===== config.mk =====
export PLATFORM = sky130hd
export DESIGN_NAME = alignment_group_spread
export DESIGN_NICKNAME = d
export VERILOG_FILES = /design/src/hw/rtl/ags_pkg.sv /design/src/hw/rtl/alignment_group_spread.sv /design/src/hw/rtl/ags_ctrl.sv /design/src/hw/rtl/ags_dp.sv
export SDC_FILE = /design/constraint.sdc
export NUM_CORES = 1
export LEC_CHECK = 0
export BUFFER_PORTS_ARGS = -buffer_cell sky130_fd_sc_hd__buf_2
export CAP_MARGIN = 10
export CORE_MARGIN = 2
export CORE_UTILIZATION = 30
export CTS_CLUSTER_DIAMETER = 30
export DETAILED_ROUTE_END_ITERATION = 8
export GPL_ROUTABILITY_DRIVEN = 0
export PLACE_DENSITY_LB_ADDON = 0.05
export SLEW_MARGIN = 20
export SYNTH_ARGS = -nofsm -noshare
export SYNTH_HDL_FRONTEND = slang
export SYNTH_SLANG_ARGS = --single-unit

===== constraint.sdc =====
create_clock -name clk -period 7.9 [get_ports clk]
set_input_delay 0.79 -clock clk [delete_from_list [all_inputs] [get_ports clk]]
set_output_delay 0.79 -clock clk [all_outputs]
set_load 0.02 [all_outputs]

===== src/hw/rtl/ags_pkg.sv =====
// ============================================================================
// ags_pkg
// Shared types, constants and helpers for the alignment group spread block.
// ============================================================================
package ags_pkg;

    // Default parameter values
    localparam int DEF_COUNT_BITS = 16;
    localparam int DEF_FRAC_BITS  = 16;

    // Fixed field widths
    localparam int BASES_W = 32;
    localparam int ALIGN_W = BASES_W + 2;
    localparam int VALUE_W = 17;
    localparam int EXT_W   = 33;
    localparam int CFG_W   = 2;
    localparam int IDX_W   = 2;

    localparam logic [VALUE_W-1:0] VALUE_MAX = '1;

    // Metric selection
    localparam logic [1:0] MODE_COUNT = 2'd0;
    localparam logic [1:0] MODE_COV   = 2'd1;
    localparam logic [1:0] MODE_IDENT = 2'd2;

    // Register indexes
    localparam logic [IDX_W-1:0] CFG_MODE    = 2'd0;
    localparam logic [IDX_W-1:0] CFG_MULTI   = 2'd1;
    localparam logic [IDX_W-1:0] CFG_NONZERO = 2'd2;

    // Controller to datapath commands
    typedef struct packed {
        logic load;
        logic sum;
        logic check;
        logic step;
        logic commit;
    } dp_cmd_t;

    // Datapath to controller status
    typedef struct packed {
        logic trivial;
        logic stall;
    } dp_stat_t;

    // Clip a widened result to the output field
    function automatic logic [VALUE_W-1:0] clip_value(input logic [EXT_W-1:0] v);
        logic [VALUE_W-1:0] r;
        if (v > EXT_W'(VALUE_MAX))
            r = VALUE_MAX;
        else
            r = v[VALUE_W-1:0];
        return r;
    endfunction

endpackage


===== src/hw/rtl/alignment_group_spread.sv =====
// ============================================================================
// alignment_group_spread
// Per-query record count, coverage spread or identity spread.
// ============================================================================
//
//  channel | handshake             | payload
//  --------+-----------------------+-------------------------------------------
//  in      | in_valid / in_ready   | match_bases mismatch_bases repeat_bases
//          |                       | query_size group_end
//  out     | out_valid / out_ready | value count_saturated
//  cfg     | cfg_we                | cfg_index cfg_data
//
//  A request steps through idle, sum, check, divide and finish before the next
//  is accepted; the radix-2 divider gives one quotient bit a cycle, and count
//  mode and ratios of zero or at least one skip the divide state.
//  The last record of a group waits in its final cycle while an earlier result
//  is still untaken; other records never wait on the output.
//  Reset clears the configuration, the group state and the output valid flag.
//
module alignment_group_spread
    import ags_pkg::*;
#(
    parameter int COUNT_BITS = DEF_COUNT_BITS,
    parameter int FRAC_BITS  = DEF_FRAC_BITS
)
(
    input  logic               clk,
    input  logic               rst_n,
    input  logic               cfg_we,
    input  logic [IDX_W-1:0]   cfg_index,
    input  logic [CFG_W-1:0]   cfg_data,
    input  logic               in_valid,
    output logic               in_ready,
    input  logic [BASES_W-1:0] match_bases,
    input  logic [BASES_W-1:0] mismatch_bases,
    input  logic [BASES_W-1:0] repeat_bases,
    input  logic [BASES_W-1:0] query_size,
    input  logic               group_end,
    output logic               out_valid,
    input  logic               out_ready,
    output logic [VALUE_W-1:0] value,
    output logic               count_saturated
);

    dp_cmd_t  cmd;
    dp_stat_t stat;

    // Sequencer
    ags_ctrl #(
        .FRAC_BITS (FRAC_BITS)
    ) u_ctrl (
        .clk      (clk),
        .rst_n    (rst_n),
        .in_valid (in_valid),
        .in_ready (in_ready),
        .stat     (stat),
        .cmd      (cmd)
    );

    // Datapath
    ags_dp #(
        .COUNT_BITS (COUNT_BITS),
        .FRAC_BITS  (FRAC_BITS)
    ) u_dp (
        .clk             (clk),
        .rst_n           (rst_n),
        .cfg_we          (cfg_we),
        .cfg_index       (cfg_index),
        .cfg_data        (cfg_data),
        .match_bases     (match_bases),
        .mismatch_bases  (mismatch_bases),
        .repeat_bases    (repeat_bases),
        .query_size      (query_size),
        .group_end       (group_end),
        .out_valid       (out_valid),
        .out_ready       (out_ready),
        .value           (value),
        .count_saturated (count_saturated),
        .cmd             (cmd),
        .stat            (stat)
    );

endmodule


===== src/hw/rtl/ags_ctrl.sv =====
// ============================================================================
// ags_ctrl
// Sequencer: accept a request, form operands, run the divider when needed, commit.
// ============================================================================
module ags_ctrl
    import ags_pkg::*;
#(
    parameter int FRAC_BITS = DEF_FRAC_BITS
)
(
    input  logic     clk,
    input  logic     rst_n,
    input  logic     in_valid,
    output logic     in_ready,
    input  dp_stat_t stat,
    output dp_cmd_t  cmd
);

    localparam int CNT_W = $clog2(FRAC_BITS);

    typedef enum logic [4:0] {
        S_IDLE = 5'b00001,
        S_SUM  = 5'b00010,
        S_CHK  = 5'b00100,
        S_DIV  = 5'b01000,
        S_FIN  = 5'b10000
    } state_t;

    state_t           state_reg, state_next;
    logic [CNT_W-1:0] cnt_reg, cnt_next;
    logic             div_last;

    assign div_last = (cnt_reg == CNT_W'(FRAC_BITS - 1));
    assign in_ready = (state_reg == S_IDLE);

    // Next state and commands
    always_comb
    begin
        state_next = state_reg;
        cnt_next   = cnt_reg;
        cmd        = '0;
        case (state_reg)
            S_IDLE:
            begin
                if (in_valid)
                begin
                    cmd.load   = 1'b1;
                    state_next = S_SUM;
                end
            end
            S_SUM:
            begin
                cmd.sum    = 1'b1;
                state_next = S_CHK;
            end
            S_CHK:
            begin
                cmd.check = 1'b1;
                cnt_next  = '0;
                if (stat.trivial)
                    state_next = S_FIN;
                else
                    state_next = S_DIV;
            end
            S_DIV:
            begin
                cmd.step = 1'b1;
                if (div_last)
                    state_next = S_FIN;
                else
                    cnt_next = cnt_reg + 1'b1;
            end
            S_FIN:
            begin
                if (!stat.stall)
                begin
                    cmd.commit = 1'b1;
                    state_next = S_IDLE;
                end
            end
            default:
            begin
                state_next = S_IDLE;
            end
        endcase
    end

    // Hold state and iteration count
    always_ff @(posedge clk or negedge rst_n)
    begin
        if (!rst_n)
        begin
            state_reg <= S_IDLE;
            cnt_reg   <= '0;
        end
        else
        begin
            state_reg <= state_next;
            cnt_reg   <= cnt_next;
        end
    end

`ifndef NO_ASSERTIONS
    a_load_to_sum: assert property (@(posedge clk) disable iff (!rst_n)
        cmd.load |=> (state_reg == S_SUM))
        else $error("load did not advance to operand stage");

    a_div_to_fin: assert property (@(posedge clk) disable iff (!rst_n)
        (state_reg == S_DIV && div_last) |=> (state_reg == S_FIN))
        else $error("divider did not finish after its last step");
`endif

endmodule


===== src/hw/rtl/ags_dp.sv =====
// ============================================================================
// ags_dp
// Datapath: operand forming, restoring divider, group min/max/count, output.
// ============================================================================
module ags_dp
    import ags_pkg::*;
#(
    parameter int COUNT_BITS = DEF_COUNT_BITS,
    parameter int FRAC_BITS  = DEF_FRAC_BITS
)
(
    input  logic               clk,
    input  logic               rst_n,
    input  logic               cfg_we,
    input  logic [IDX_W-1:0]   cfg_index,
    input  logic [CFG_W-1:0]   cfg_data,
    input  logic [BASES_W-1:0] match_bases,
    input  logic [BASES_W-1:0] mismatch_bases,
    input  logic [BASES_W-1:0] repeat_bases,
    input  logic [BASES_W-1:0] query_size,
    input  logic               group_end,
    output logic               out_valid,
    input  logic               out_ready,
    output logic [VALUE_W-1:0] value,
    output logic               count_saturated,
    input  dp_cmd_t            cmd,
    output dp_stat_t           stat
);

    localparam int MET_W = FRAC_BITS + 1;
    localparam logic [MET_W-1:0] ONE = MET_W'(1) << FRAC_BITS;

    logic [1:0]            mode_cfg_reg;
    logic                  multi_reg;
    logic                  nonzero_reg;

    logic [BASES_W-1:0]    match_reg, mis_reg, rep_reg, qsize_reg;
    logic                  last_reg;
    logic [1:0]            mode_reg;

    logic [ALIGN_W-1:0]    num_reg, den_reg, rem_reg;
    logic [FRAC_BITS-1:0]  quo_reg;
    logic                  special_reg, one_reg;

    logic [MET_W-1:0]      min_reg, max_reg;
    logic [COUNT_BITS-1:0] count_reg;
    logic                  over_reg;

    logic [VALUE_W-1:0]    value_reg;
    logic                  sat_reg;
    logic                  out_valid_reg;

    logic [ALIGN_W-1:0]    aligned, num_next, den_next;
    logic                  triv_zero, triv_one;
    logic [ALIGN_W:0]      shifted, diff;
    logic                  ge;
    logic [MET_W-1:0]      metric, min_new, max_new, spread;
    logic                  count_full, over_new, emit, spread_mode;
    logic [COUNT_BITS-1:0] cnt_new;
    logic [VALUE_W-1:0]    result;

    // Configuration writes
    always_ff @(posedge clk or negedge rst_n)
    begin
        if (!rst_n)
        begin
            mode_cfg_reg <= MODE_COUNT;
            multi_reg    <= 1'b0;
            nonzero_reg  <= 1'b0;
        end
        else if (cfg_we)
        begin
            case (cfg_index)
                CFG_MODE:    mode_cfg_reg <= cfg_data;
                CFG_MULTI:   multi_reg    <= cfg_data[0];
                CFG_NONZERO: nonzero_reg  <= cfg_data[0];
                default:     ;
            endcase
        end
    end

    // Capture the request
    always_ff @(posedge clk)
    begin
        if (cmd.load)
        begin
            match_reg <= match_bases;
            mis_reg   <= mismatch_bases;
            rep_reg   <= repeat_bases;
            qsize_reg <= query_size;
            last_reg  <= group_end;
            mode_reg  <= mode_cfg_reg;
        end
    end

    // Form numerator and denominator for the selected metric
    always_comb
    begin
        aligned = ALIGN_W'(match_reg) + ALIGN_W'(mis_reg) + ALIGN_W'(rep_reg);
        case (mode_reg)
            MODE_COV:
            begin
                num_next = aligned;
                den_next = ALIGN_W'(qsize_reg);
            end
            MODE_IDENT:
            begin
                num_next = ALIGN_W'(match_reg) + ALIGN_W'(rep_reg);
                den_next = aligned;
            end
            default:
            begin
                num_next = '0;
                den_next = '0;
            end
        endcase
    end

    // Short-cut cases: zero numerator, zero denominator, or a ratio at or above one
    assign triv_zero    = (num_reg == '0);
    assign triv_one     = (den_reg == '0) || (num_reg >= den_reg);
    assign stat.trivial = triv_zero || triv_one;

    // One restoring step
    assign shifted = {rem_reg, 1'b0};
    assign ge      = (shifted >= {1'b0, den_reg});
    assign diff    = shifted - {1'b0, den_reg};

    always_ff @(posedge clk)
    begin
        if (cmd.sum)
        begin
            num_reg <= num_next;
            den_reg <= den_next;
        end
        if (cmd.check)
        begin
            special_reg <= triv_zero || triv_one;
            one_reg     <= !triv_zero && triv_one;
            rem_reg     <= num_reg;
            quo_reg     <= '0;
        end
        else if (cmd.step)
        begin
            rem_reg <= ge ? diff[ALIGN_W-1:0] : shifted[ALIGN_W-1:0];
            quo_reg <= {quo_reg[FRAC_BITS-2:0], ge};
        end
    end

    // Group update and result
    always_comb
    begin
        if (special_reg)
            metric = one_reg ? ONE : '0;
        else
            metric = MET_W'(quo_reg);
        min_new     = (metric < min_reg) ? metric : min_reg;
        max_new     = (metric > max_reg) ? metric : max_reg;
        spread      = max_new - min_new;
        count_full  = (count_reg == '1);
        cnt_new     = count_full ? count_reg : count_reg + 1'b1;
        over_new    = over_reg || count_full;
        spread_mode = (mode_reg == MODE_COV) || (mode_reg == MODE_IDENT);
        result      = spread_mode ? clip_value(EXT_W'(spread)) : clip_value(EXT_W'(cnt_new));
        emit        = !(multi_reg && (cnt_new < COUNT_BITS'(2)) && !over_new)
                      && !(nonzero_reg && (result == '0));
    end

    // Hold the last record until the previous result is taken
    assign stat.stall = last_reg && out_valid_reg && !out_ready;

    always_ff @(posedge clk or negedge rst_n)
    begin
        if (!rst_n)
        begin
            min_reg   <= '1;
            max_reg   <= '0;
            count_reg <= '0;
            over_reg  <= 1'b0;
        end
        else if (cmd.commit)
        begin
            if (last_reg)
            begin
                min_reg   <= '1;
                max_reg   <= '0;
                count_reg <= '0;
                over_reg  <= 1'b0;
            end
            else
            begin
                min_reg   <= min_new;
                max_reg   <= max_new;
                count_reg <= cnt_new;
                over_reg  <= over_new;
            end
        end
    end

    // Output register
    always_ff @(posedge clk or negedge rst_n)
    begin
        if (!rst_n)
            out_valid_reg <= 1'b0;
        else if (cmd.commit && last_reg && emit)
            out_valid_reg <= 1'b1;
        else if (out_ready)
            out_valid_reg <= 1'b0;
    end

    always_ff @(posedge clk)
    begin
        if (cmd.commit && last_reg && emit)
        begin
            value_reg <= result;
            sat_reg   <= over_new;
        end
    end

    assign out_valid       = out_valid_reg;
    assign value           = value_reg;
    assign count_saturated = sat_reg;

`ifndef NO_ASSERTIONS
    a_minmax_order: assert property (@(posedge clk) disable iff (!rst_n)
        (count_reg != '0) |-> (max_reg >= min_reg))
        else $error("group maximum below minimum");

    a_rem_bound: assert property (@(posedge clk) disable iff (!rst_n)
        cmd.step |-> (rem_reg < den_reg))
        else $error("divider remainder out of range");

    a_no_mid_result: assert property (@(posedge clk) disable iff (!rst_n)
        (cmd.commit && !last_reg && !out_valid_reg) |=> !out_valid_reg)
        else $error("result raised on a record inside a group");
`endif

endmodule

Word-level counts from Yosys, hierarchy flattened

Index checks and enable logic that the tools add are counted.

Register bits after elaboration: 334
Input port bits: 138
Output and inout bits: 20
Logic and storage cells: 112

Add/sub/neg operators: 7
$lt $le $gt $ge: 5
Equal/unequal tests: 15
Mux-type cells: 31
Reduce and logical (&&, ||, !) cells: 30

Operators by type and width:

| cell                    | count |
|---|---|
| $pmux W34 S2            | 2 |
| $mux W17                | 7 |
| $mux W34                | 3 |
| $logic_not A34 Y1       | 2 |
| $add A32 B32 Y33        | 2 |
| $ge A35 B34 Y1          | 1 |
| $add A34 B32 Y34        | 1 |
| $ge A34 B34 Y1          | 1 |
| $sub A34 B34 Y34        | 1 |
| $mux W16                | 2 |
| $pmux W5 S5             | 1 |
| $mux W5                 | 4 |
| $gt A17 B17 Y1          | 1 |
| $logic_not A17 Y1       | 1 |
| $lt A17 B17 Y1          | 1 |
| $sub A17 B17 Y17        | 1 |
| $add A16 B1 Y16 const B | 1 |
| $eq A16 B16 Y1 const B  | 1 |
| $lt A16 B2 Y1 const B   | 1 |
| $mux W1                 | 10 |
| $logic_and A1 B1 Y1     | 9 |
| $pmux W4 S2             | 1 |
| $reduce_and A2 Y1       | 4 |
| $ne A2 B2 Y1 const B    | 3 |
| other kinds (16)        | 27 |

Depth between registers and ports, before layout

Gate-level depths: netlist of the first run.

Depth after elaboration: 12
Gate-level depth with buffers: 25
Depth with buffers taken out: 23

Modules after synthesis

A second synthesis of the first run with hierarchy kept.

Cell total of the unflattened synthesis: 1994
Area, all modules: 21284.2 um^2

Modules (own cells, without submodules):

| module   | times used | cells an instance | area each (um^2) | seq. area each (um^2) |
|---|---|---|---|---|
| ags_dp   | 1          | 1941              | 20726.1          | 9340.2 |
| ags_ctrl | 1          | 53                | 558.0            | 226.5 |

Worst setup path before layout of the first run

No wires, ideal clock.

Path kind: register to register
Start: register u_ctrl.state_reg[2]
End: register u_dp.den_reg[0] (enable)
Setup time: 0.667 ns
Arrival: 7.173 ns
Required time: 7.233 ns
Path slack: 0.060 ns
Cell stages (with the launch flop): 3
Buffers on the path: 0
Period minus slack after synthesis: 7.840 ns
Cell sequence: dfrtp_1 -> nor2_1 -> nor4bb_1

Word-level cells in the longest chain between the ends: 2

RTL lines:

| what                     | line           | text |
|---|---|---|
| start: declaration       | ags_ctrl.sv:29 | `state_t state_reg, state_next;` |
| start signal: assignment | ags_ctrl.sv:98 | `state_reg <= state_next;` |
| $eq A5 B2 Y1             | ags_ctrl.sv:42 | `case (state_reg)` |
| $mux W1                  | ags_ctrl.sv:42 |  |
| end signal: assignment   | ags_dp.sv:134  | `den_reg <= den_next;` |
| end: declaration         | ags_dp.sv:41   | `logic [ALIGN_W-1:0] num_reg, den_reg, rem_reg;` |

No other way between the ends.
A chain may end at the register's enable or synchronous reset.

Final worst setup path of the first run

Start: register u_dp.special_reg
End: register u_dp.value_reg[1], in the netlist u_dp.value[1] (enable)

Word-level cells in the longest chain between the ends: 10
Elaborated cells between the ends (all ways): 12
Classes of those cells: 1 x add/sub; 2 x order compare; 4 x mux; 5 x reduce/logical

RTL lines:

| what                                                    | line                         | text |
|---|---|---|
| start: declaration                                      | ags_dp.sv:43                 | `logic special_reg, one_reg;` |
| start signal: assignment                                | ags_dp.sv:138                | `special_reg <= triv_zero \|\| triv_one;` |
| $mux W17 (*)                                            | ags_dp.sv:153                | `if (special_reg)` |
| $gt A17 B17 Y1 / $lt A17 B17 Y1 (equally long branches) | ags_dp.sv:158, ags_dp.sv:157 |  |
| $mux W17, on equally long branches                      | ags_dp.sv:158, ags_dp.sv:157 |  |
| $sub A17 B17 Y17 (*)                                    | ags_dp.sv:159                | `spread = max_new - min_new;` |
| $mux W17 (*)                                            | ags_dp.sv:164                | `result = spread_mode ? clip_value(EXT_W'(spread)) : clip_value(EXT_W'(cnt_new));` |
| named net u_dp.result[10]                               | ags_dp.sv:60                 | `logic [VALUE_W-1:0] result;` |
| $logic_not A17 Y1 (*)                                   | ags_dp.sv:166                | `&& !(nonzero_reg && (result == '0));` |
| $logic_and A1 B1 Y1 (*)                                 | ags_dp.sv:166                |  |
| $logic_not A1 Y1 (*)                                    | ags_dp.sv:166                |  |
| $logic_and A1 B1 Y1 (*)                                 | ags_dp.sv:166                |  |
| $logic_and A1 B1 Y1 (*)                                 | ags_dp.sv:213                | `if (cmd.commit && last_reg && emit)` |
| end signal: assignment                                  | ags_dp.sv:215                | `value_reg <= result;` |
| end: declaration                                        | ags_dp.sv:49                 | `logic [VALUE_W-1:0] value_reg;` |

The timed path passes the listed nets; every way through them passes the cells marked *.

==> results of run 1 <==
[where the power goes]
part	total [uW]	switching (uW)	leakage (uW)	internal, uW
combinational	5010	3070	0.00653	1950
sequential	2760	286	0.00320	2470
clock	4230	1180	0.00172	3060
total	12000	4530	0.0114	7480
[layout make-up]
type / count / area, sq um / share of cell area (%)
clock buffer: 113 / 2580 / 9.35
clock inverter: 66 / 976 / 3.54
inverter: 111 / 417 / 1.51
multi-input combinational: 1700 / 12000 / 43.3
sequential: 334 / 9570 / 34.7
tap: 959 / 1200 / 4.35
timing repair buffer: 173 / 906 / 3.28
[critical path, cell delays in order (launching register included)]
cell and delay, ps:
sky130_fd_sc_hd__edfxtp_1 830, sky130_fd_sc_hd__nor2b_1 230, sky130_fd_sc_hd__ha_1 350, sky130_fd_sc_hd__and3_1 180, sky130_fd_sc_hd__nand4_1 150, sky130_fd_sc_hd__nor3_1 280
sky130_fd_sc_hd__a21oi_1 160, sky130_fd_sc_hd__nand2_1 180, sky130_fd_sc_hd__inv_1 70, sky130_fd_sc_hd__a31oi_2 530, sky130_fd_sc_hd__buf_4 310, sky130_fd_sc_hd__mux2_2 390
sky130_fd_sc_hd__ha_1 360, sky130_fd_sc_hd__o21ai_0 140, sky130_fd_sc_hd__a211oi_1 400, sky130_fd_sc_hd__nor3_1 150, sky130_fd_sc_hd__nor2_1 150, sky130_fd_sc_hd__xnor2_1 170
sky130_fd_sc_hd__mux2i_1 160, sky130_fd_sc_hd__nor3_1 290, sky130_fd_sc_hd__nand4_1 160, sky130_fd_sc_hd__o41ai_1 380, sky130_fd_sc_hd__nand2_1 570
[worst min path at each step]
stage | cells after the start | to | start | slack (ps)
after floorplan | 0 | u_dp.mode_reg[0] | u_dp.mode_cfg_reg[0] | 420
after global placement | 0 | u_dp.mode_reg[1] | u_dp.mode_cfg_reg[1] | 440
after detailed placement | 0 | u_dp.mode_reg[1] | u_dp.mode_cfg_reg[1] | 440
after CTS | 1 | u_dp.match_reg[25] | match_bases[25] | 290
after global routing | 1 | u_dp.rep_reg[1] | repeat_bases[1] | 310
final | 1 | u_dp.rep_reg[31] | repeat_bases[31] | 330
[layout by cell type (no fill, tap or decap), drive strengths merged, types with 56 or more instances in the layout]
cell type	synthesis	final
a21oi	177	177
nand2	191	191
ha	212	212
o21ai	173	173
nor2	139	139
edfxtp	253	253
buf	12	173
inv	111	114
clkbuf	56	113
xnor2	81	81
a21o	71	71
nand3	56	56
[cell families after synthesis]
| group | count (synthesis) | share of synthesized area [%] |
|---|---|---|
| AOI/OAI and AO/OA | 685 | 20.1 |
| xor gates and xnor gates | 126 | 4.98 |
| adders and majority gates | 217 | 12.4 |
| buffers and inverters | 179 | 3.14 |
| DFF | 334 | 43.1 |
| muxes | 51 | 2.40 |
| and+or+nand+nor | 621 | 13.8 |
[routing by layer]
layer	vias up	GRT usage, %
li1	8752	-
met1	8394	28.4
met2	400	25.9
met3	115	2.64
met4	0	5.32
met5	-	0
[metrics by stage]
| stage | setup WS (ps) | total power, uW |
|---|---|---|
| after floorplan | 60.5 | 6360 |
| after global placement | 1120 | 7770 |
| after detailed placement | 971 | 7780 |
| after CTS | 964 | 12100 |
| after global routing | 342 | 12900 |
| final | 883 | 12000 |
==> out/qor_table.md, run 1 <==
| Parameter | Reported | Unit |
|:---|:---|:---|
| Ys flop type | sky130_fd_sc_hd__edfxtp_1 | - |
| Total of fill cells in the finished design | 7238 | - |
| Minimum clock period after layout | 7020 | ps |
| Clock tree from TritonCTS | done | - |
| Design Area, Final | 27600 | sq um |
| Transition time at the pin with the least slew margin | 1060 | ps |
| Initial Utilization | 30.3 | % |
| Number of DRC violations after detailed-routing iteration 0 | 1193 | - |
| Number of global-route vias before repair | 18100 | - |
| Pin count of the biggest net entering global routing | 70 | - |
| Worst-path maximum fanout | 20 | - |
| Ratio of cells with drive above 1 in the final layout | 16.4 | % |
| Die Outline Area | 76100 | sq um |
| Worst hold margin | 335 | ps |
| Core region area | 73100 | sq um |
| R2r setup slk | 880 | ps |
| Worst clock skew | 15.2 | ps |
| Mean cell area of the mapped netlist | 10.0 | sq um |
| Met1 Routed Length | 36700 | microns |
| Number of nets at the end of the flow | 2773 | - |
| Remaining antenna violation count | 0 | - |
| Buffers on Ports | 157 | - |
| Chip Width | 276 | microns |
| Clock Pin Slew Worst Setup and Hold Paths | 40 | ps |
| Sum of net half-perimeters after detailed placement | 52200 | microns |
| RSZ-0062 raised after global routing | false | - |
| Normalized max-slew margin | 29.4 | % |
| # clock sinks | 334 | - |
| Count of max-cap constraint violations | 0 | - |
| Critical Path Source Type | flop | - |
| Capture point of the worst path | u_dp.value[1] | - |
| Leading area contributor after synthesis | sky130_fd_sc_hd__edfxtp_1 | - |
| Vias post-DR | 17700 | - |
| Type of the tightest min-delay check | in -> reg | - |
| Total grt overflow | 0 | - |
| Cell area power density | 435 | nW/um^2 |
| Post-synthesis cell type count | 91 | - |
| VDD IR max | 0.186 | mV |
| Core Rows | 99 | - |
| Highest Signal Layer | met4 | - |
| DRC | 0 | - |
| Routed len/inst | 19.9 | microns |
| Sort of element at the end of the critical path | flop | - |
| Required time worst endpoint | 8090 | ps |
| Post-placement cell count | 3277 | - |
| CTS H-tree depth | 3 | - |
| Post-synthesis cell count | 2213 | - |
| End-of-flow core utilization | 37.8 | % |
| Number of buffers added for setup after CTS | 0 | - |
| Final routed wirelength across all metal layers | 68700 | microns |
| Critical Path Start | u_dp.special_reg | - |
| Chip height | 276 | microns |
| Routed length on met2 | 27900 | microns |
| Number of clock buffers inserted by TritonCTS | 98 | - |
| Deepest clock path buffer count | 3 | - |
| Setup violation total in the final timing report | 0 | - |
| Worst flop-to-flop path startpoint | u_dp.special_reg | - |
| Startpoint-to-endpoint class of the critical path | reg -> reg | - |
| Global-route wire length before repair | 107000 | microns |
| Source-to-sink clock delay at the later pin of the worst-skew pair | 630 | ps |
| Portion of the post-synthesis area used by sequential elements | 43.1 | % |
| Cts repair resizes | 0 | - |
| Most frequently used cell type in the post-synthesis netlist | sky130_fd_sc_hd__edfxtp_1 | - |
| Synthesis-to-finish area growth | 24.5 | % |
| Total global-route track usage | 18.3 | % |
| Async set-or-reset flop fraction in the synthesized netlist | 19.5 | % |
| Hold buffer count at cts | 0 | - |
| Reg-to-reg endpoint | u_dp.value[1] | - |
| Warnings from Yosys | 0 | - |
| Leading cell types by total area after synthesis | sky130_fd_sc_hd__edfxtp_1, sky130_fd_sc_hd__ha_1, sky130_fd_sc_hd__dfrtp_1 | - |
| Post-placement cell area | 24000 | sq um |
| Initial antenna violation count | 3 | - |
| Sum of met3 wire segment lengths after detailed routing | 2770 | microns |
| Non-filler instance count after layout | 3456 | - |
| Ranking of synthesized cells by instance count | sky130_fd_sc_hd__edfxtp_1, sky130_fd_sc_hd__ha_1, sky130_fd_sc_hd__nand2_1 | - |
| Post-Syn Area | 22200 | sq um |
| Top Ports | 158 | - |
| Setup TNS after final layout | 0 | ps |
| Worst-case reg-to-reg path depth | 22 | - |
| Number of hold violations in the final report | 0 | - |
| Worst Path Arrival | 7210 | ps |
| Fmax achieved | 143 | MHz |
| Clock tree root driver cell | sky130_fd_sc_hd__clkbuf_16 | - |
| Post-synthesis sequential element count | 334 | - |
| Routed vias/inst | 5.11 | - |
| First drt pass iteration count | 5 | - |
| Final max-slew violation count | 0 | - |
| Area fraction of the dominant cell type after synthesis | 34.3 | % |
| Final worst path period share | 88.8 | % |
| Post-Syn Nets | 2568 | - |
| Leakage power total | 0.0114 | uW |
| Status | finished, final reports clean | - |
| Total inserted antenna cells | 0 | - |
| Number of enable-type register cells in the synthesized netlist | 253 | - |
Note: power is estimated with default switching activity, not from simulation.
==> inputs of run 2 (changes only) <==
--- a/config.mk
+++ b/config.mk
@@ -5,6 +5,7 @@
 export SDC_FILE = /design/constraint.sdc
 export NUM_CORES = 1
 export LEC_CHECK = 0
+export ABC_AREA = 1
 export BUFFER_PORTS_ARGS = -buffer_cell sky130_fd_sc_hd__buf_2
 export CAP_MARGIN = 10
 export CORE_MARGIN = 2
@@ -16,4 +17,5 @@
 export SLEW_MARGIN = 20
 export SYNTH_ARGS = -nofsm -noshare
 export SYNTH_HDL_FRONTEND = slang
+export SYNTH_HIERARCHICAL = 1
 export SYNTH_SLANG_ARGS = --single-unit
==> constraint.sdc (replaced) <==
create_clock -name clk -period 7.62 [get_ports clk]
set_input_delay 0.762 -clock clk [delete_from_list [all_inputs] [get_ports clk]]
set_output_delay 0.762 -clock clk [all_outputs]
set_load 0.02 [all_outputs]
==> run 2 against run 1 <==
Net effect: power rose by 17%; flip-flop and latch count did not move; combinational power grew 42%; final area increased by 0.11%; worst setup slack improved by 890 ps; sequential power up 5%; register-to-register slack gained 890 ps; via count up 7.5%; area after synthesis up 1.3%; sequential share of layout area is essentially flat; critical path type unchanged; largest power group unchanged.
==> out/qor_table.md, run 2 <==
| Parameter | Reported | Unit | Change |
|:---|:---|:---|:---|
| Count of max-cap constraint violations | 0 | - | unchanged |
| Mean cell area of the mapped netlist | 8.64 | sq um | -14% |
| Ratio of cells with drive above 1 in the final layout | 14.8 | % | -1.5 points |
| VDD IR max | 0.306 | mV | +65% |
| Post-Syn Nets | 2954 | - | +15% |
| Cell area power density | 508 | nW/um^2 | +17% |
| Post-synthesis sequential element count | 334 | - | unchanged |
| Leading cell types by total area after synthesis | sky130_fd_sc_hd__edfxtp_1, sky130_fd_sc_hd__ha_1, sky130_fd_sc_hd__nand2_1 | - |  |
| Met3 track demand over resource in global routing | 3.07 | % | +0.44 points |
| Most frequently used cell type in the post-synthesis netlist | sky130_fd_sc_hd__nand2_1 | - |  |
| Post-synthesis cell type count | 69 | - | -24% |
| Number of hold violations in the final report | 0 | - | unchanged |
| Async set-or-reset flop fraction in the synthesized netlist | 19.5 | % | unchanged |
| Global-route wire length before repair | 112000 | microns | +4.2% |
| Synthesis-to-finish area growth | 23.0 | % |  |
| Final worst path period share | 76.8 | % | -12 points |
| GRT met2 Usage | 28.1 | % | +2.3 points |
| Cts repair resizes | 0 | - | unchanged |
| Routed len/inst | 18.5 | microns | -6.7% |
| Chip Width | 278 | microns | +0.62% |
| Worst clock skew | 19.9 | ps | +4.79 ps |
| Setup TNS after final layout | 0 | ps | unchanged |
| Post-synthesis cell count | 2601 | - | +18% |
| Normalized max-slew margin | 34.7 | % | +5.2 points |
| Worst hold margin | 307 | ps | -28.2 ps |
| R2r setup slk | 1770 | ps | +890 ps |
| First drt pass iteration count | 6 | - | +1 |
| Number of nets at the end of the flow | 3168 | - | +14% |
| Gr busiest metal | met2 | - |  |
| Core Rows | 100 | - | +1.0% |
| Die Outline Area | 77100 | sq um | +1.3% |
| Minimum clock period after layout | 5850 | ps | -1170 ps |
| Clock tree from TritonCTS | done | - |  |
| Ys flop type | sky130_fd_sc_hd__edfxtp_1 | - |  |
| Top Ports | 158 | - | unchanged |
| Post-Syn Area | 22500 | sq um | +1.3% |
| Leakage power total | 0.0119 | uW | +3.9% |
| Total global-route track usage | 18.7 | % | +0.39 points |
| # clock sinks | 334 | - | unchanged |
| Startpoint-to-endpoint class of the critical path | reg -> reg | - |  |
| Type of the tightest min-delay check | in -> reg | - |  |
| Critical Path Source Type | flop | - |  |
| Total grt overflow | 0 | - | unchanged |
| Number of global-route vias before repair | 19600 | - | +8.1% |
| Pin count of the biggest net entering global routing | 72 | - | +2.9% |
| Leading area contributor after synthesis | sky130_fd_sc_hd__edfxtp_1 | - |  |
| Sum of net half-perimeters after detailed placement | 56800 | microns | +9.0% |
| DRC | 0 | - | unchanged |
| Total of fill cells in the finished design | 7734 | - | +6.9% |
| RSZ-0062 raised after global routing | false | - |  |
| Sort of element at the end of the critical path | flop | - |  |
| Initial Utilization | 30.2 | % | -0.13 points |
| Worst-path maximum fanout | 22 | - | +10% |
| CTS H-tree depth | 3 | - | unchanged |
| Clock tree root driver cell | sky130_fd_sc_hd__clkbuf_16 | - |  |
| Routed vias/inst | 4.91 | - | -3.9% |
| Number of buffers added for setup after CTS | 0 | - | unchanged |
| Source-to-sink clock delay at the later pin of the worst-skew pair | 630 | ps | about the same |
| Longest individual stage delay on the worst path | 870 | ps | +40 ps |
| Core region area | 74300 | sq um | +1.7% |
| GR met1 Demand/Resource | 27.0 | % | -1.3 points |
| Series of cell instances along the critical path | nor2_1 -> ha_1 -> nand2_1 -> inv_1 -> nand3_1 -> nor3_1 -> nand2_1 -> o31ai_4 -> buf_4 -> nor2_1 -> a21oi_2 -> ha_1 -> a21oi_1 -> o21ai_0 -> nand3b_1 -> xnor2_1 -> o21ai_0 -> nor2_1 -> nand3_1 -> nor2_1 -> nand2_1 -> nand2_1 -> inv_1 | - |  |
| Warnings from Yosys | 6 | - | +6 |
| Area fraction of the dominant cell type after synthesis | 33.8 | % | -0.43 points |
| Chip height | 278 | microns | +0.62% |
| Final max-slew violation count | 0 | - | unchanged |
| Final routed wirelength across all metal layers | 71700 | microns | +4.3% |
| Setup violation total in the final timing report | 0 | - | unchanged |
| Fmax achieved | 171 | MHz | +20% |
| Most used cells in the layout excluding fill and tap cells | sky130_fd_sc_hd__nand2_1, sky130_fd_sc_hd__inv_1, sky130_fd_sc_hd__edfxtp_1 | - |  |
| Hold buffer count at cts | 0 | - | unchanged |
| Status | finished, final reports clean | - |  |
| Portion of the post-synthesis area used by sequential elements | 42.6 | % | -0.54 points |
| Required time worst endpoint | 7880 | ps | -210 ps |
| Worst Path Arrival | 6110 | ps | -1100 ps |
| Buffers on Ports | 157 | - | unchanged |
| Ranking of synthesized cells by instance count | sky130_fd_sc_hd__nand2_1, sky130_fd_sc_hd__inv_1, sky130_fd_sc_hd__edfxtp_1 | - |  |
| Library cell contributing the largest single delay on the critical path | sky130_fd_sc_hd__edfxtp_1 | - |  |
| Most common cell after layout, fill and taps aside | sky130_fd_sc_hd__nand2_1 | - |  |
| Vias post-DR | 19000 | - | +7.5% |
| Remaining antenna violation count | 0 | - | unchanged |
| Deepest clock path buffer count | 3 | - | unchanged |
| Number of DRC violations after detailed-routing iteration 0 | 1232 | - | +3.3% |
| Initial antenna violation count | 1 | - | -2 |
| Number of clock buffers inserted by TritonCTS | 96 | - | -2.0% |
| Transition time at the pin with the least slew margin | 980 | ps | -78.7 ps |
| Number of enable-type register cells in the synthesized netlist | 253 | - | unchanged |
| Clock Pin Slew Worst Setup and Hold Paths | 40 | ps | about the same |
## run 2: cell families (layout without fill, tap and decap cells)
kind of cell	Yosys count	after routing	share of synthesized area [%]
DFF	334	334	42.6
adders and majority gates	215	215	13.2
xor gates and xnor gates	62	62	2.42
buffers and inverters	383	678	6.77
AOI/OAI and AO/OA	584	584	15.2
other	0	1	0
muxes	1	1	0.0501
and+or+nand+nor	1022	1022	19.8
## run 2: where the power goes
part	internal [uW]	total, uW	switching [uW]
sequential	2640	2890	254
combinational	2310	7100	4780
clock	2840	4060	1220
total	7790	14000	6250
## run 2: cell type report
| class | count | area (sq um) | share of cell area (%) |
|---|---|---|---|
| multi-input cells | 1884 | 11400 | 41.2 |
| diodes | 1 | 2.50 | 0.00905 |
| well taps | 969 | 1210 | 4.39 |
| flip-flops and latches | 334 | 9570 | 34.6 |
| clock inverters | 58 | 739 | 2.68 |
| inverters | 329 | 1240 | 4.49 |
| repair buffers | 170 | 883 | 3.20 |
| clock buffers | 121 | 2600 | 9.41 |
## run 2: per-stage QoR
step | total power (uW) | worst slack, ps | cells | instance area (sq um) | util (%)
global route | 15200 | 1160 | 3866 | 27600 | 37.2
finish | 14000 | 1770 | 3866 | 27600 | 37.2
detailed placement | 9930 | 1740 | 3686 | 24300 | 32.7
global placement | 9940 | 1860 | 3686 | 24300 | 32.7
floorplan | 7930 | 716 | 2601 | 22500 | -
CTS | 14100 | 1740 | 3865 | 27600 | 37.2
## run 2: worst paths after layout
check | startpoint | end | cells past startpoint
setup / recovery | u_dp/special_reg | u_dp/value[5] | 23
hold / removal | group_end | u_dp/last_reg | 1
setup reg to reg | u_dp/special_reg | u_dp/value[5] | 23
hold reg to reg | u_dp/quo_reg[15] | u_dp/quo_reg[15] | 2
max in group asynchronous | rst_n | u_dp/count_reg[3] | 2
min in group asynchronous | rst_n | u_ctrl/state_reg[1] | 2
## run 2: critical path: cells and delay by family, from the launching register on
family / cells / cell delay (ps)
AO/OA/AOI/OAI: 5 / 1300
XOR/XNOR: 1 / 150
adder cells (fa/ha/maj): 2 / 640
buffers and inverters: 3 / 1000
flip-flops: 1 / 870
AND/OR/NAND/NOR: 12 / 1520
## run 2: routing by layer
metal	up-vias	wire, microns
met5	-	0
met4	0	1740
met1	8924	35500
li1	9482	-
met2	466	30700
met3	109	3720
==> inputs of run 3 (changes only) <==
==> constraint.sdc (replaced) <==
create_clock -name clk -period 5.8 [get_ports clk]
set_input_delay 0.58 -clock clk [delete_from_list [all_inputs] [get_ports clk]]
set_output_delay 0.58 -clock clk [all_outputs]
set_load 0.02 [all_outputs]
==> run 3 against run 2 <==
Net effect: worst setup slack got worse by 1200 ps; highest routed layer unchanged; global-route usage about the same; final area rose by 0.84%; critical endpoint is now u_dp/count_saturated; sequential power increased by 31%.
==> out/qor_table.md, run 3 (synthesis gave the netlist of run 2 again) <==
| Parameter | Reported | Unit | Change |
|:---|:---|:---|:---|
| Ratio of cells with drive above 1 in the final layout | 15.2 | % | +0.38 points |
| Longest individual stage delay on the worst path | 530 | ps | -340 ps |
| Deepest clock path buffer count | 3 | - | unchanged |
| Sum of net half-perimeters after detailed placement | 56500 | microns | -0.65% |
| Initial antenna violation count | 2 | - | +1 |
| Global-route wire length before repair | 112000 | microns | about the same |
| Routed len/inst | 18.5 | microns | -0.39% |
| Chip height | 278 | microns | unchanged |
| Least setup slack across all paths after layout | 536 | ps | -1230 ps |
| Pin count of the biggest net entering global routing | 132 | - | +83% |
| Sort of element at the end of the critical path | flop | - |  |
| Combined area of the multi-input logic cells | 11400 | sq um | unchanged |
| Number of DRC violations after detailed-routing iteration 0 | 1270 | - | +3.1% |
| Clock tree root driver cell | sky130_fd_sc_hd__clkbuf_16 | - |  |
| Final max-slew violation count | 0 | - | unchanged |
| Number of hold violations in the final report | 0 | - | unchanged |
| Vias post-DR | 19000 | - | +0.23% |
| Register area | 9570 | sq um | unchanged |
| Cts repair resizes | 0 | - | unchanged |
| Final routed wirelength across all metal layers | 71500 | microns | -0.21% |
| Buffers on Ports | 157 | - | unchanged |
| Count of max-cap constraint violations | 0 | - | unchanged |
| Die Outline Area | 77100 | sq um | unchanged |
| Status | finished, final reports clean | - |  |
| Transition time at the pin with the least slew margin | 961 | ps | -19.5 ps |
| Initial Utilization | 30.2 | % | unchanged |
| RSZ-0062 raised after global routing | false | - |  |
| Clock Pin Slew Worst Setup and Hold Paths | 50 | ps | about the same |
| Required time worst endpoint | 6040 | ps | -1840 ps |
| Normalized max-slew margin | 35.8 | % | +1.1 points |
| Most common cell after layout, fill and taps aside | sky130_fd_sc_hd__nand2_1 | - |  |
| Design Area, Final | 27900 | sq um | +0.84% |
| Final worst path period share | 90.8 | % | +14 points |
| Remaining antenna violation count | 0 | - | unchanged |
| Worst clock skew | 21.3 | ps | +1.38 ps |
| Type of the tightest min-delay check | in -> reg | - |  |
| Number of clock buffers inserted by TritonCTS | 94 | - | -2.1% |
| CTS H-tree depth | 3 | - | unchanged |
| Fmax achieved | 190 | MHz | +11% |
| Core region area | 74300 | sq um | unchanged |
| Number of global-route vias before repair | 19500 | - | -0.60% |
| End-of-flow core utilization | 37.5 | % | +0.31 points |
| Pre-CTS worst setup slack | 304 | ps | -1440 ps |
| Cell area power density | 676 | nW/um^2 | +33% |
| Leakage power total | 0.0120 | uW | +0.86% |
| Source-to-sink clock delay at the later pin of the worst-skew pair | 630 | ps | about the same |
| Setup TNS after final layout | 0 | ps | unchanged |
| Worst-path maximum fanout | 18 | - | -18% |
| Post-placement cell area | 24300 | sq um | +0.14% |
| First drt pass iteration count | 5 | - | -1 |
| Worst Path Arrival | 5510 | ps | -600 ps |
| # clock sinks | 334 | - | unchanged |
| Clock tree from TritonCTS | done | - |  |
| Total grt overflow | 0 | - | unchanged |
| Critical Path Source Type | flop | - |  |
| Total of fill cells in the finished design | 7692 | - | -0.54% |
| Synthesis-to-finish area growth | 24.1 | % |  |
| Core Rows | 100 | - | unchanged |
| Library cell contributing the largest single delay on the critical path | sky130_fd_sc_hd__inv_1 | - |  |
| Total global-route track usage | 18.6 | % | -0.040 points |
| Number of nets at the end of the flow | 3174 | - | +0.19% |
| VDD IR max | 0.464 | mV | +52% |
| Minimum clock period after layout | 5260 | ps | -587 ps |
| Most used cells in the layout excluding fill and tap cells | sky130_fd_sc_hd__nand2_1, sky130_fd_sc_hd__inv_1, sky130_fd_sc_hd__edfxtp_1 | - |  |
| Routed vias/inst | 4.91 | - | about the same |
| Overall power consumption | 18800 | uW | +34% |
| DRC | 0 | - | unchanged |
| Startpoint-to-endpoint class of the critical path | reg -> reg | - |  |
| Chip Width | 278 | microns | unchanged |
| Top Ports | 158 | - | unchanged |
| R2r setup slk | 540 | ps | -1230 ps |
| Setup violation total in the final timing report | 0 | - | unchanged |
## run 3: cell count changes in the layout (fill, tap and decap cells not counted), sizes merged
| cell | before | now |
|---|---|---|
| diode | 1 | 2 |
| dlygate4sd3 | 0 | 1 |
| buf | 170 | 177 |
| clkinvlp | 9 | 12 |
| bufinv | 13 | 24 |
| clkbuf | 121 | 109 |
| clkinv | 35 | 34 |
| inv | 330 | 327 |
## run 3: layer usage
layer  global-route usage, %  up-vias  part of all wire [%]
li1                        -     9489                     -
met1                    27.3     8970                    51
met2                    27.7      460                    42
met3                    3.09      106                   4.7
met4                    6.03        0                   2.3
met5                       0        -                     0
## run 3: metrics by stage
step                      hold slack, ps  cells
after global placement               453   3689
after detailed placement             451   3689
final                                130   3873
after floorplan                      284   2601
after CTS                           92.8   3867
after global routing                 105   3873
## run 3: where the power goes
| part | total, uW | leakage (uW) | internal (uW) | switching (uW) |
|---|---|---|---|---|
| clock | 5630 | 0.00165 | 4050 | 1580 |
| combinational | 9420 | 0.00703 | 3090 | 6330 |
| sequential | 3800 | 0.00331 | 3460 | 331 |
## run 3: area by class of cell
type | instances | area share, %
Multi-Input combinational cell | 1884 | 40.9
Sequential cell | 334 | 34.3
Clock buffer | 109 | 8.72
Inverter | 329 | 4.45
Tap cell | 969 | 4.35
Clock inverter | 68 | 3.77
Timing Repair Buffer | 178 | 3.48
Antenna cell | 2 | 0.0180
## run 3: critical path: cells and delay by family, from the launching register on
kind / cells / cell delay, ps
flops: 1 / 360
fa+ha+maj: 3 / 960
simple gates: 16 / 1820
compound gates: 4 / 810
buf+inv: 4 / 930
## run 3: final timing paths
path                                        end        startpoint  cells past startpoint
setup reg to reg           u_dp/count_saturated  u_dp/special_reg                     27
hold / removal                 u_dp/rep_reg[20]  repeat_bases[20]                      1
hold reg to reg                u_dp/quo_reg[15]  u_dp/quo_reg[15]                      2
min in group asynchronous   u_ctrl/state_reg[2]             rst_n                      2
max in group asynchronous     u_dp/count_reg[0]             rst_n                      3
setup / recovery           u_dp/count_saturated  u_dp/special_reg                     27
## run 3: timing repair
item                       CTS  global route
buffers inserted             0             4
setup endpoints to repair    0            18
hold endpoints to repair     7             0
hold buffers                 1             0
